File: config.mk
export PLATFORM = sky130hd
export DESIGN_NAME = iirdf1_ram
export DESIGN_NICKNAME = d
export VERILOG_FILES = /design/src/hw/rtl/assert_macros.svh /design/src/hw/rtl/iirdf1_ram.sv
export SDC_FILE = /design/constraint.sdc
export NUM_CORES = 1
export LEC_CHECK = 0
export ABC_AREA = 1
export CORE_MARGIN = 1.5
export CORE_UTILIZATION = 50
export DETAILED_ROUTE_END_ITERATION = 16
export DONT_BUFFER_PORTS = 1
export GPL_TIMING_DRIVEN = 1
export SLEW_MARGIN = 20
export SYNTH_ARGS = -nofsm -noshare
export SYNTH_HDL_FRONTEND = slang
export SYNTH_SLANG_ARGS = --single-unit
File: constraint.sdc
create_clock -name i_clk -period 2.3 [get_ports i_clk]
set_clock_uncertainty 0.05 [all_clocks]
set_input_delay 0 -clock i_clk [delete_from_list [all_inputs] [get_ports i_clk]]
set_output_delay 0 -clock i_clk [all_outputs]
set_load 0.01 [all_outputs]
File: src/hw/rtl/assert_macros.svh
// Assertion macros used by the filter RTL; empty when SYNTHESIS is defined.
`ifndef ASSERT_MACROS_SVH
`define ASSERT_MACROS_SVH

`ifndef SYNTHESIS

// Same-cycle implication, disabled while reset is asserted.
`define ASSERT_IMPLY(lbl, clk, rst_n, ante, cons, msg) \
    lbl: assert property (@(posedge clk) disable iff (!rst_n) (ante) |-> (cons)) \
        else $error(msg);

// Next-cycle implication, disabled while reset is asserted.
`define ASSERT_NEXT(lbl, clk, rst_n, ante, cons, msg) \
    lbl: assert property (@(posedge clk) disable iff (!rst_n) (ante) |=> (cons)) \
        else $error(msg);

`else

`define ASSERT_IMPLY(lbl, clk, rst_n, ante, cons, msg)
`define ASSERT_NEXT(lbl, clk, rst_n, ante, cons, msg)

`endif

`endif

File: src/hw/rtl/iirdf1_ram.sv
// Generic simple dual-port RAM: one write port, one registered read port.
module iirdf1_ram #(
    parameter int WIDTH = 32,
    parameter int DEPTH = 16
) (
    input  logic                     i_clk,
    input  logic                     i_we,
    input  logic [$clog2(DEPTH)-1:0] i_waddr,
    input  logic [WIDTH-1:0]         i_wdata,
    input  logic [$clog2(DEPTH)-1:0] i_raddr,
    output logic [WIDTH-1:0]         o_rdata
);
    logic [WIDTH-1:0] r_mem [DEPTH];
    logic [WIDTH-1:0] r_rdata;

    always_ff @(posedge i_clk) begin
        if (i_we) begin
            r_mem[i_waddr] <= i_wdata;
        end
        r_rdata <= r_mem[i_raddr];
    end

    assign o_rdata = r_rdata;
endmodule

==> results.md, run 1 <==
- The run finished with clean final reports.
- The largest net degree at the start of global routing is 145.
- Across all hold checks on the routed design, the worst slack comes to 0.002027 ns.
- The count of different cell masters after synthesis is 15.
- Global routing consumed, on the met2 layer, 41.69% of the routing resources.
- Once layout is done, the placed cells without fillers occupy 26850 um^2.
- The synthesized netlist devotes 20.00% of its cell area to simple gates.
- The floorplan step defined a die boundary enclosing 46750 um^2.
- The met1 layer usage reported by global route is 33.41%.
- Clock tree synthesis inserted a total of 55 buffers.
- The non-filler instance count after layout is 2922.
- The number of synthesized register bits is 544.
- In this run the tool buffered the top-level ports with 0 buffer cells.
- The maximum clock rate is 0.4712 GHz.
- The horizontal extent of the die is 216.2 um.
- The post-synthesis sequential area ratio is 70.46%.
- TritonCTS built the clock tree.
- The critical path's slowest cell is sky130_fd_sc_hd__dlygate4sd3_1.
- Of the cells placed in the final design, the portion with a size suffix greater than 1 is 5.923%.
- The number of fill cells in the layout is 3581.
- In this run the worst path has a maximum fanout of 1.
- The worst pin sits at a relative slew slack of 56.57%.
- For hold timing, the worst endpoint is o_rdata[8].
- Dividing the detail-routed via count by the number of cells gives 5.211.
- The initial antenna violation count came to 0.
- Summing over every cut layer, the via total after detailed routing is 15228.
- The internal power consumption is 16.53 mW.
- The count of buffering cells on the critical path with inverters included is 3.
- The first global-routing pass estimated 88150 um of wire.
- During I/O placement, the number of pins put on the boundary was 74.
- The depth of the worst register-to-register path is 8.
- The count of max-cap constraint violations is 0.
- The sink count of the clock tree is 544.
- The worst flop-to-flop path startpoint is r_mem[15][25].
- The total core area is 44510 um^2.
- The clock tree root buffer cell is sky130_fd_sc_hd__clkbuf_16.
- The clock transition at the registers of the reported paths is 0.06 ns.
- The met3 global-route usage is 4.365%.
- The cell count of the worst hold path is 5.
- The cell class contributing the biggest share of worst-path delay is buffers and inverters.
- Summed over all nets, the half-perimeter wirelength after detailed placement is 27300 um.
- The critical hold path startpoint is i_raddr[1].
- A synthesized cell averages 10.72 um^2.
- The worst setup path is captured at a register.
- The total power after layout is 21.19 mW.
- The number of setup violations in the final report is 0.
- In the post-route analysis, the smallest setup slack over all paths is 0.1777 ns.
- The tightest min-delay check is of the in2reg type.
- The maximum cell stage delay along the critical path is 0.57 ns.
- The number of DRC violations after detailed-routing iteration 0 is 1363.
- After floorplanning, the core was divided into 77 placement rows.
- The worst reg-to-reg setup slack is 0.18 ns.
- For this run, design rule violations remaining after detail routing come to 0.
- The data arrival time of the critical path is 2.52 ns.
- The global-route usage over all layers is 25.02%.
- The iteration count of the initial detailed-routing pass is 5.
- By instance count, the cell type seen most on the critical path is sky130_fd_sc_hd__nand3_1.
- Summed over all nets, the switching power comes to 4.655 mW.
- The worst setup path is of the reg2reg kind.
- The count of pins over their slew limit is 0.
- The switching power as a share of total power is 21.97%.
- The worst path uses 92.27% of the clock period.
- The floorplan step set the die height to 216.2 um.
- The area occupied by multi-input gates is 4667 um^2.
- Counting tap cells, the placed design contains a total of 2649 instances.
- The power density over cell area is 789.0 nW/um^2.
- Of the total synthesized cell area, the portion taken by XOR and XNOR cells is 0%.
- The number of nets handed over by synthesis was 2162.
- The cell area that synthesis handed to floorplanning was 22730 um^2.
- For this configuration, the core starts out at a cell density of 51.07%.
- For this run the aggregate overflow at the end of global routing stands at 0.
- The H-tree was split into 2 levels.
- The worst endpoint required time is 2.70 ns.
- Once the clock tree was built, the resizer swapped 0 gates to a different size.
- The number of nets with antenna violations after routing is 0.
- In this run the static leakage power is 11.14 nW.
- The post-synthesis share of cell area spent on full adders, half adders and majority gates is 0%.
- Counting every instance in the synthesized netlist gives 2120.
- The worst reg2reg path endpoint is o_rdata[25].
- The worst voltage drop across the vdd grid is 0.0006559 V.
- Setup repair after global routing left no endpoint under its margin.
- The post-synthesis compound-gate area fraction is 0%.
- The register share of total power is 52.8%.
- The share of total power dissipated in combinational logic is 6.5%.
- The sum of routed wire length over all layers is 57870 um.
- The count of warnings emitted by yosys is 0.
- Counting along the longest clock path gives a buffer depth of 3.
- Summing all flip-flop and latch instances after layout gives 16020 um^2.
- OpenSTA, run right after detailed placement, puts the worst setup slack at 0.5273 ns.
- The detail-routed net length per standard cell is 19.81 um.
- The dominant combinational cell family by area after synthesis is simple AND/OR/NAND/NOR gates.
- The routability congestion estimate is 0.7401.
- The critical path launch point type is a register.
- Summing all placed instances gives a cell area of 23330 um^2.
- For the finished layout, the period the worst path requires is 2.122 ns.
- The final number of hold-violating endpoints is 0.
- Of the post-synthesis cell area, the part taken by muxes is 0%.
- The via count of the first global-routing pass is 15366.
- The final antenna diode count is 0.
- The number of post-CTS setup repair buffers is 0.
- The share of total power dissipated in the clock network is 40.7%.
- The layout overhead on the synthesized area is 18.14%.
- The critical path goes through inv_1 > nand2_1 > dlygate4sd3_1 > nand3_1 > nand3_1 > dlygate4sd3_1 > nand3_1 > nand2_1.
- The final cell utilization of the core is 60.33%.
- The net count of the finished layout is 2327.
- The layer with the highest usage after global routing is met2.
- The setup TNS is 0 ns.
- For the worst-skew pair, the clock arrives at the later sink with an insertion delay of 0.60 ns.
- At the pin with the least slew margin, the transition time is 0.6496 ns.
## layout by cell type, fill, tap and decap left out
master and count:
sky130_fd_sc_hd__bufinv_16 4, sky130_fd_sc_hd__inv_2 2, sky130_fd_sc_hd__nor2_4 16, sky130_fd_sc_hd__inv_4 1
sky130_fd_sc_hd__nand2_1 677, sky130_fd_sc_hd__buf_12 11, sky130_fd_sc_hd__dfxtp_1 32, sky130_fd_sc_hd__clkinv_2 9
sky130_fd_sc_hd__clkinv_4 1, sky130_fd_sc_hd__dlygate4sd3_1 165, sky130_fd_sc_hd__nand3b_1 2, sky130_fd_sc_hd__buf_16 4
sky130_fd_sc_hd__clkbuf_16 58, sky130_fd_sc_hd__edfxtp_1 512, sky130_fd_sc_hd__clkinv_1 18, sky130_fd_sc_hd__buf_4 32
sky130_fd_sc_hd__nand3_1 385, sky130_fd_sc_hd__clkbuf_1 14, sky130_fd_sc_hd__nor2_1 1, sky130_fd_sc_hd__inv_1 386
## metal layers
metal | share of wire (%) | vias to the layer above
met1 | 43 | 7396
met3 | 6.7 | 117
li1 | - | 7184
met4 | 2.7 | 0
met2 | 48 | 531
met5 | 0 | -
## power by group through the flow
stage / logic, mW / registers (mW) / clock network [mW]
after floorplan: 0.756 / 11.4 / 0
after global placement: 0.847 / 11.4 / 0
after detailed placement: 0.861 / 11.4 / 0
after CTS: 1.36 / 11.2 / 8.74
after global routing: 1.52 / 11.2 / 9.11
final: 1.38 / 11.2 / 8.62
## cell usage after synthesis, drive strengths merged
cell type    n  area [um^2]
nand2      677         2541
clkbuf      14        52.55
nand3      385         1927
buf         91        649.4
edfxtp     512        15370
inv        390         1466
nand3b       2        15.01
dfxtp       32        640.6
nor2        17        63.81
## area by class of cell
class	instances	share of cell area, %
clock inverter	31	0.8666
timing repair buffer	213	8.368
multi-input combinational	1081	17.38
clock buffer	71	5.507
tap	592	2.758
sequential	544	59.64
inverter	390	5.479
## worst max path at each step
stage | start | endpoint | slack (ns) | depth (start not counted)
2_1_floorplan | i_waddr[2] | r_mem[10][0] | 0.26 | 2
3_3_place_gp | i_waddr[2] | r_mem[9][14] | 0.57 | 3
3_5_place_dp | i_waddr[2] | r_mem[8][14] | 0.53 | 3
4_1_cts | i_raddr[1] | o_rdata[3] | 0.1 | 9
5_1_grt | r_mem[5][22] | o_rdata[22] | 0.05 | 8
6_report | r_mem[15][25] | o_rdata[25] | 0.18 | 8
## worst register-to-register path, stage by stage, from the launching register on
cell and delay (ns):
sky130_fd_sc_hd__edfxtp_1 0.35, sky130_fd_sc_hd__inv_1 0.06, sky130_fd_sc_hd__nand2_1 0.04, sky130_fd_sc_hd__dlygate4sd3_1 0.55
sky130_fd_sc_hd__nand3_1 0.09, sky130_fd_sc_hd__nand3_1 0.08, sky130_fd_sc_hd__dlygate4sd3_1 0.57, sky130_fd_sc_hd__nand3_1 0.07
sky130_fd_sc_hd__nand2_1 0.12
## state kept, by name, summed over array words and instances (netlist names)
name,cells
r_mem,512
o_rdata,32
## what timing repair did
| item | in CTS | in global routing |
|---|---|---|
| hold buffers | 170 | 0 |
| endpoints found under the setup margin | 0 | 3 |
| endpoints found under the hold margin | 559 | 0 |
## cell families (layout without fill, tap and decap cells)
group         after synthesis  count (layout)
buf+inv                   495             705
flops                     544             544
simple gates             1081            1081
Power figures use the tool's default switching activity.
==> inputs of run 2 (changes only) <==
--- a/config.mk
+++ b/config.mk
@@ -5,7 +5,6 @@
 export SDC_FILE = /design/constraint.sdc
 export NUM_CORES = 1
 export LEC_CHECK = 0
-export ABC_AREA = 1
 export CORE_MARGIN = 1.5
 export CORE_UTILIZATION = 50
 export DETAILED_ROUTE_END_ITERATION = 16
==> run 2 against run 1 <==
Net effect: first-iteration DRC count decreased by 46%; core utilization increased by 1.4 points; power increased by 0.34%; die area decreased by 12%; register-to-register slack improved by 0.10 ns; via count decreased by 40%; critical path type is now in2reg; largest cell class unchanged; largest power group unchanged; highest routed layer unchanged.
==> results.md, run 2 <==
- The deepest clock path buffer count is 3 (unchanged).
- The via count of the first global-routing pass is 9897 (-36%).
- The setup slack after layout is 0.2096 ns (+0.03186 ns).
- The largest register by flop count is r_mem.
- The post-synthesis instance total is 838 (-60%).
- The number of buffers inserted by hold repair at cts is 135 (-21%).
- The synthesized net count was 880 (-59%).
- The starting density of the core came to 51.02% (-0.052 points).
- Yosys attributes the largest share of cell area to sky130_fd_sc_hd__edfxtp_1, sky130_fd_sc_hd__mux4_2, sky130_fd_sc_hd__dfxtp_1.
- The largest area contributor in the netlist is sky130_fd_sc_hd__edfxtp_1.
- The total core area is 38920 um^2 (-13%).
- The first-pass GRT wire length is 64110 um (-27%).
- The data arrival time of the critical path is 2.57 ns (+0.05 ns).
- The non-filler instance count after layout is 1576 (-46%).
- The sum of routed wire length over all layers is 42640 um (-26%).
- The routability congestion estimate is 0.7502 (+1.4%).
- Leaving out fill and tap cells, the most frequent cell in the layout is sky130_fd_sc_hd__edfxtp_1.
- The post-cts repair resize count was 0 (unchanged).
- The number of vias per cell after detailed routing is 5.802 (+11%).
- The number of flops mapped to enable cells by yosys is 512 (unchanged).
- The worst reg-to-reg setup slack was 0.28 ns (+0.10 ns).
- The number of cells in the design after placement is 1338 (-49%).
- The number of post-CTS setup repair buffers is 0 (unchanged).
- The worst slack at placement came to 0.5881 ns (+0.06079 ns).
- The count of different cell masters after synthesis is 18 (+3).
- The maximum clock rate is 0.4784 GHz (+1.5%).
- The transition time at the pin with the least slew margin is 0.8087 ns (+0.1591 ns).
- The clock tree root buffer cell is sky130_fd_sc_hd__clkbuf_16.
- The biggest fanout along the worst timing path is 12 (+11).
- The final number of hold-violating endpoints came to 0 (unchanged).
- The share of cells above drive strength 1 is 24.98% (+19 points).
- The clock tree from TritonCTS is yes.
- The number of CTS-inserted buffers came to 54 (-1.8%).
- The minimum clock period came to 2.090 ns (-0.03186 ns).
- The count of buffers inserted at the top-level ports came to 0 (unchanged).
- The worst endpoint required time is 2.77 ns (+0.07 ns).
- The worst reg2reg path endpoint is o_rdata[8].
- The total power after layout is 21.26 mW (+0.34%).
- The final cell utilization of the core was 61.68% (+1.4 points).
- The detail-routed net length per standard cell is 27.05 um (+37%).
- The horizontal extent of the die is 202.3 um (-6.4%).
- The share of the cycle needed by the critical path after routing was 90.89% (-1.4 points).
- The iteration count of the initial detailed-routing pass is 5 (unchanged).
- The worst flop-to-flop path startpoint is r_mem[14][8].
- The flip-flop cell with the highest count after synthesis is sky130_fd_sc_hd__edfxtp_1.
- Compared with the post-synthesis result, the final layout area differs by 20.91%.
- The number of synthesized register bits came to 544 (unchanged).
- Among all cell types in the netlist, the one instantiated most often is sky130_fd_sc_hd__edfxtp_1.
- The die area was 40910 um^2 (-12%).
- The number of flip-flops in the largest register was 512 (unchanged).
- The relative slew slack came to 45.91% (-11 points).
- The worst voltage drop across the vdd grid is 0.0006363 V (-3.0%).
- The critical path launch point type is an input pin.
- The cell count of the worst hold path is 2 (-3).
- Setup repair after global routing left no endpoint under its margin.
- The number of setup violations in the final report is 0 (unchanged).
- The worst hold path begins at i_we.
- The number of nets with antenna violations after routing is 0 (unchanged).
- The path category of the worst min-delay check is in2reg.
- The mapped cell area is 19850 um^2 (-13%).
- The H-tree depth is 2 (unchanged).
- The insertion delay to the later sink of the worst-skew pair is 0.59 ns (about the same).
- The end of the worst hold path is r_mem[3][13].
- The largest net degree at the start of global routing was 95 (-34%).
- The depth of the worst register-to-register path is 4 (-4).
- The path type of the worst setup path is in2reg.
- The global-route usage over all layers is 21.76% (-3.3 points).
- The power density over cell area is 885.7 nW/um^2 (+12%).
- The worst setup path is captured at a register.
- The post-detailed-route DRC marker count is 0 (unchanged).
- The average instance area after synthesis came to 23.69 um^2 (+120%).
- The commonest cells after synthesis are sky130_fd_sc_hd__edfxtp_1, sky130_fd_sc_hd__mux4_2, sky130_fd_sc_hd__a22oi_1, sky130_fd_sc_hd__nand2_1, sky130_fd_sc_hd__dfxtp_1.
- The post-synthesis sequential area ratio is 80.67% (+10 points).
- The floorplan row count is 72 (-6.5%).
- The count of pins over their slew limit is 0 (unchanged).
- The share of synthesized flip-flops with an asynchronous set or reset was 0% (unchanged).
- The flow ran to the end, and the final reports show no timing, DRC or antenna violations.
- The area share of the leading cell type in the synthesized netlist is 77.44% (+9.8 points).
- The sink count of the clock tree is 544 (unchanged).
- The half-perimeter wire length of the detailed placement result is 22800 um (-16%).
- The boundary pin count is 74 (unchanged).
- The leakage dissipation came to 7.701 nW (-31%).
- The library cells used most frequently in the layout, excluding fill and tap cells, are sky130_fd_sc_hd__edfxtp_1, sky130_fd_sc_hd__dlygate4sd3_1, sky130_fd_sc_hd__mux4_2.
- The number of DRC violations after detailed-routing iteration 0 is 735 (-46%).
- The count of max-cap constraint violations is 0 (unchanged).
- The count of warnings emitted by yosys was 0 (unchanged).
- The via total after detailed routing is 9144 (-40%).
- The initial antenna violation count came to 1 (+1).
- The total grt overflow is 0 (unchanged).
- The height of the chip is 202.3 um (-6.4%).
- The number of nets in the final layout is 1053 (-55%).
- The clock transition at the registers of the reported paths was 0.06 ns (about the same).
[run 2: cells by family (layout without fill, tap and decap cells)]
family                 Yosys count  in the layout  synth area share (%)
AO/OA/AOI/OAI                   64             64                 2.420
buffers and inverters           43            262                 1.122
flip-flops                     544            544                 80.67
other                            0              1                     0
AND/OR/NAND/NOR                 59             59                 1.273
multiplexers                   128            128                 14.52
[run 2: metal layers]
layer / track usage (%) / vias to the layer above / wire [um]
met5: 0 / - / 0
met4: 6.852 / 0 / 923
met2: 38.71 / 248 / 23030
met3: 3.322 / 56 / 1994
met1: 27.60 / 4914 / 16690
li1: - / 3926 / -
[run 2: how the worst max path moves through the flow]
stage	startpoint	endpoint	slack (ns)	cells after the start
CTS	i_raddr[2]	o_rdata[23]	0.23	5
global placement	i_waddr[2]	r_mem[3][4]	0.62	3
floorplan	i_waddr[2]	r_mem[1][0]	-0.06	2
global route	i_raddr[2]	o_rdata[23]	0.18	5
finish	i_raddr[2]	o_rdata[23]	0.21	5
detailed placement	i_waddr[2]	r_mem[3][8]	0.59	3
[run 2: where the power goes]
part | internal, mW | switching [mW]
sequential | 11.1 | 0.113
clock | 5.45 | 3.59
combinational | 0.520 | 0.501
[run 2: cell type report]
class / count / area, um^2
clock buffer: 75 / 1574
clock inverter: 27 / 291.5
timing repair buffer: 160 / 1699
fill: 2729 / 14910
antenna: 1 / 2.502
tap: 518 / 648.1
sequential: 544 / 16020
multi-input combinational: 251 / 3775
[run 2: metrics by stage]
| stage | area, um^2 | hold slack, ns | TNS [ns] |
|---|---|---|---|
| 2_1_floorplan | 19870 | 0.04887 | -5.571 |
| 3_3_place_gp | 20750 | 0.04959 | 0 |
| 3_5_place_dp | 20750 | 0.04951 | 0 |
| 4_1_cts | 24000 | 0.003934 | 0 |
| 5_1_grt | 24010 | 0.02462 | 0 |
| 6_report | 24010 | 0.02540 | 0 |
[run 2: critical path, stage by stage]
cell                            delay, ns
sky130_fd_sc_hd__dlygate4sd3_1       0.67
sky130_fd_sc_hd__nor2b_4             0.39
sky130_fd_sc_hd__dlygate4sd3_1       1.14
sky130_fd_sc_hd__a22oi_1             0.23
sky130_fd_sc_hd__nand2_1             0.12
==> inputs of run 3 (changes only) <==
--- a/config.mk
+++ b/config.mk
@@ -5,11 +5,12 @@
 export SDC_FILE = /design/constraint.sdc
 export NUM_CORES = 1
 export LEC_CHECK = 0
+export BUFFER_PORTS_ARGS = -buffer_cell sky130_fd_sc_hd__buf_4
 export CORE_MARGIN = 1.5
 export CORE_UTILIZATION = 50
 export DETAILED_ROUTE_END_ITERATION = 16
-export DONT_BUFFER_PORTS = 1
 export GPL_TIMING_DRIVEN = 1
+export PLACE_DENSITY = 0.69
 export SLEW_MARGIN = 20
 export SYNTH_ARGS = -nofsm -noshare
 export SYNTH_HDL_FRONTEND = slang
==> constraint.sdc (replaced) <==
create_clock -name i_clk -period 1.7 [get_ports i_clk]
set_clock_uncertainty 0.05 [all_clocks]
set_input_delay 0 -clock i_clk [delete_from_list [all_inputs] [get_ports i_clk]]
set_output_delay 0 -clock i_clk [all_outputs]
set_load 0.01 [all_outputs]
==> run 3 against run 2 <==
Net effect: final area fell by 0.64%; power rose by 30%; non-clock buffer count rose by 3; worst setup slack got worse by 0.17 ns; via count rose by 1.2%; count of clock-buffer cells in the layout rose by 4; die area did not move; sequential power rose by 35%; core utilization fell by 0.40 points; final cell count rose by 0.13%; clock power rose by 23%; first-iteration DRC count fell by 3.4%.
==> results.md, run 3 (synthesized netlist as in run 2, its figures left out) <==
- The number of flip-flops in the largest register came to 512 (unchanged).
- The non-filler instance count after layout came to 1578 (+0.13%).
- The half-perimeter wire length of the detailed placement result is 22940 um (+0.58%).
- The iteration count of the initial detailed-routing pass is 5 (unchanged).
- The height of the chip is 202.3 um (unchanged).
- The flow ran to the end, and the final reports show no timing, DRC or antenna violations.
- The worst endpoint required time is 1.92 ns (-0.85 ns).
- The depth of the worst register-to-register path is 3 (-1).
- The first-pass GRT wire length came to 62480 um (-2.5%).
- The area taken by flip-flops and latches is 16020 um^2 (unchanged).
- The cell class contributing the biggest share of worst-path delay is buffers and inverters.
- The cell area reported after detailed placement came to 21810 um^2 (+5.1%).
- STA classifies the critical path endpoint as a register.
- The worst reg-to-reg setup slack is 0.31 ns (+0.03 ns).
- The leakage dissipation is 7.748 nW (+0.61%).
- The count of buffering cells on the critical path with inverters included came to 4 (+2).
- The routability congestion estimate is 0.7144 (-4.8%).
- The count of buffers inserted at the top-level ports is 73 (+73).
- The biggest fanout along the worst timing path is 27 (+15).
- The share of total power in combinational logic was 5.6% (+0.8 points).
- The sum of routed wire length over all layers is 41870 um (-1.8%).
- The number of nets in the final layout came to 1055 (+0.19%).
- The worst path needs 1.656 ns of the cycle, external delays included.
- The setup TNS came to 0 ns (unchanged).
- The register with the most flip-flops in the final layout is r_mem.
- The number of setup violations in the final report is 0 (unchanged).
- The maximum clock rate is 0.6039 GHz.
- Counting stages on the worst path, the most repeated cell is sky130_fd_sc_hd__dlygate4sd3_1.
- The detail-routed net length per standard cell came to 26.53 um (-1.9%).
- The worst register-to-register path ends at o_rdata[23].
- The number of CTS-inserted buffers came to 53 (-1.9%).
- The post-cts repair resize count was 0 (unchanged).
- The number of DRC violations after detailed-routing iteration 0 was 710 (-3.4%).
- The data arrival time of the critical path came to 1.88 ns (-0.69 ns).
- The floorplan row count is 72 (unchanged).
- The post-detailed-route DRC marker count is 0 (unchanged).
- The number of vias per cell after detailed routing was 5.864 (+1.1%).
- The switching power of the nets was 5.639 mW (+34%).
- The count of max-cap constraint violations is 0 (unchanged).
- The starting density of the core was 51.02% (unchanged).
- The total grt overflow came to 0 (unchanged).
- For this design, the slowest cell found on the critical path is sky130_fd_sc_hd__dlygate4sd3_1.
- The initial antenna violation count was 2 (+1).
- The H-tree depth came to 2 (unchanged).
- STA classifies the critical path startpoint as an input pin.
- The global-route usage over all layers is 21.22% (-0.54 points).
- The worst hold path begins at i_waddr[2].
- The register share of total power was 54.5% (+1.8 points).
- The number of nets with antenna violations after routing is 0 (unchanged).
- The worst setup path is of the in2reg kind.
- The final number of hold-violating endpoints is 0 (unchanged).
- In the layout the commonest cells are sky130_fd_sc_hd__edfxtp_1, sky130_fd_sc_hd__mux4_2, sky130_fd_sc_hd__buf_4.
- The total core area came to 38920 um^2 (unchanged).
- TritonCTS built the clock tree.
- The clock transition at the registers of the reported paths is 0.06 ns (about the same).
- The most common cell after layout, fill and taps aside is sky130_fd_sc_hd__edfxtp_1.
- The share of the cycle needed by the critical path after routing is 97.41%.
- The via total after detailed routing came to 9253 (+1.2%).
- The internal power consumption is 22.08 mW (+29%).
- The horizontal extent of the die is 202.3 um (unchanged).
- The worst register-to-register path begins at r_mem[3][23].
- The transition time at the pin with the least slew margin is 0.9444 ns (+0.1357 ns).
- The boundary pin count is 74 (unchanged).
- The share of cells above drive strength 1 is 32.80% (+7.8 points).
- The number of fill cells in the layout was 2699 (-1.1%).
- The cell area after layout is 23850 um^2 (-0.64%).
- The area occupied by multi-input gates is 3777 um^2 (about the same).
- The cell count of the worst hold path is 4 (+2).
- From synthesis to final layout, the design area changed by 20.13%.
- The sink count of the clock tree is 544 (unchanged).
- The worst voltage drop across the vdd grid is 0.0007992 V (+26%).
- The path class of the tightest hold or removal check is in2reg.
- The relative slew slack came to 36.90% (-9.0 points).
- The maximum cell stage delay along the critical path is 0.65 ns (-0.49 ns).
- Setup repair after global routing left no endpoint under its margin.
- The final cell utilization of the core is 61.29% (-0.40 points).
- The clock share of power is 39.9% (-2.6 points).
- For hold timing, the worst endpoint is r_mem[1][20].
- The power density over cell area is 1162 nW/um^2 (+31%).
- Traced cell by cell, the critical path runs through dlygate4sd3_1 > buf_4 > nor3_4 > dlygate4sd3_1 > buf_12.
- The largest net degree at the start of global routing is 37 (-61%).
- The via count of the first global-routing pass came to 9691 (-2.1%).
- The tree is rooted in a sky130_fd_sc_hd__clkbuf_16.
- The deepest clock path buffer count is 3 (unchanged).
- In this run the worst setup path begins at i_waddr[1].
- The die area is 40910 um^2 (unchanged).
- The count of pins over their slew limit was 0 (unchanged).
- The switching power as a share of total power was 20.34% (+0.55 points).
- The total power after layout came to 27.72 mW (+30%).
- The insertion delay to the later sink of the worst-skew pair is 0.59 ns (about the same).
- The number of cells in the design after placement came to 1438 (+7.5%).
run 3: timing repair:
item,4_1_cts,5_1_grt
setup buffers,0,0
hold buffers,38,0
endpoints found under the hold margin,643,0
endpoints found under the setup margin,0,0
run 3: worst max path at each step:
stage | to | slack (ns) | cells after the start
floorplan | r_mem[10][0] | -0.38 | 2
global placement | o_rdata[23] | 0.12 | 5
detailed placement | o_rdata[23] | 0.09 | 5
CTS | r_mem[0][28] | 0.07 | 5
global route | r_mem[0][27] | 0.005 | 5
finish | r_mem[0][28] | 0.04 | 5
run 3: stage by stage:
stage               worst slack, ns  hold WS, ns
floorplan                   -0.3778      0.04887
global placement             0.1237       0.2430
detailed placement          0.09429       0.2478
CTS                         0.07417      0.04071
global route               0.004642      0.06075
finish                      0.04397      0.07121
run 3: worst reg2reg max path, stage by stage (launching register included):
cell	delay [ns]
sky130_fd_sc_hd__edfxtp_1	0.37
sky130_fd_sc_hd__mux4_2	0.49
sky130_fd_sc_hd__a22oi_1	0.29
sky130_fd_sc_hd__nand2_1	0.08
run 3: routing by layer:
metal	vias to the layer above	wire (um)	GRT usage, %
met5	-	0	0
met3	60	3072	4.466
met2	359	20470	33.16
met4	0	854	6.085
met1	4899	17470	30.65
li1	3935	-	-
run 3: power groups by stage:
| stage | Combinational (mW) | Sequential (mW) | Clock [mW] |
|---|---|---|---|
| 4_1_cts | 1.58 | 15.1 | 11.3 |
| 3_3_place_gp | 1.48 | 15.4 | 0 |
| 6_report | 1.55 | 15.1 | 11.1 |
| 2_1_floorplan | 0.724 | 15.4 | 0 |
| 3_5_place_dp | 1.50 | 15.4 | 0 |
| 5_1_grt | 1.67 | 15.1 | 11.8 |
run 3: layout make-up:
| type | instances | area share [%] |
|---|---|---|
| Tap cell | 518 | 2.717 |
| Clock inverter | 21 | 0.5403 |
| Timing Repair Buffer | 163 | 7.339 |
| Clock buffer | 79 | 6.400 |
| Multi-Input combinational cell | 251 | 15.84 |
| Sequential cell | 544 | 67.15 |
| Antenna cell | 2 | 0.02098 |
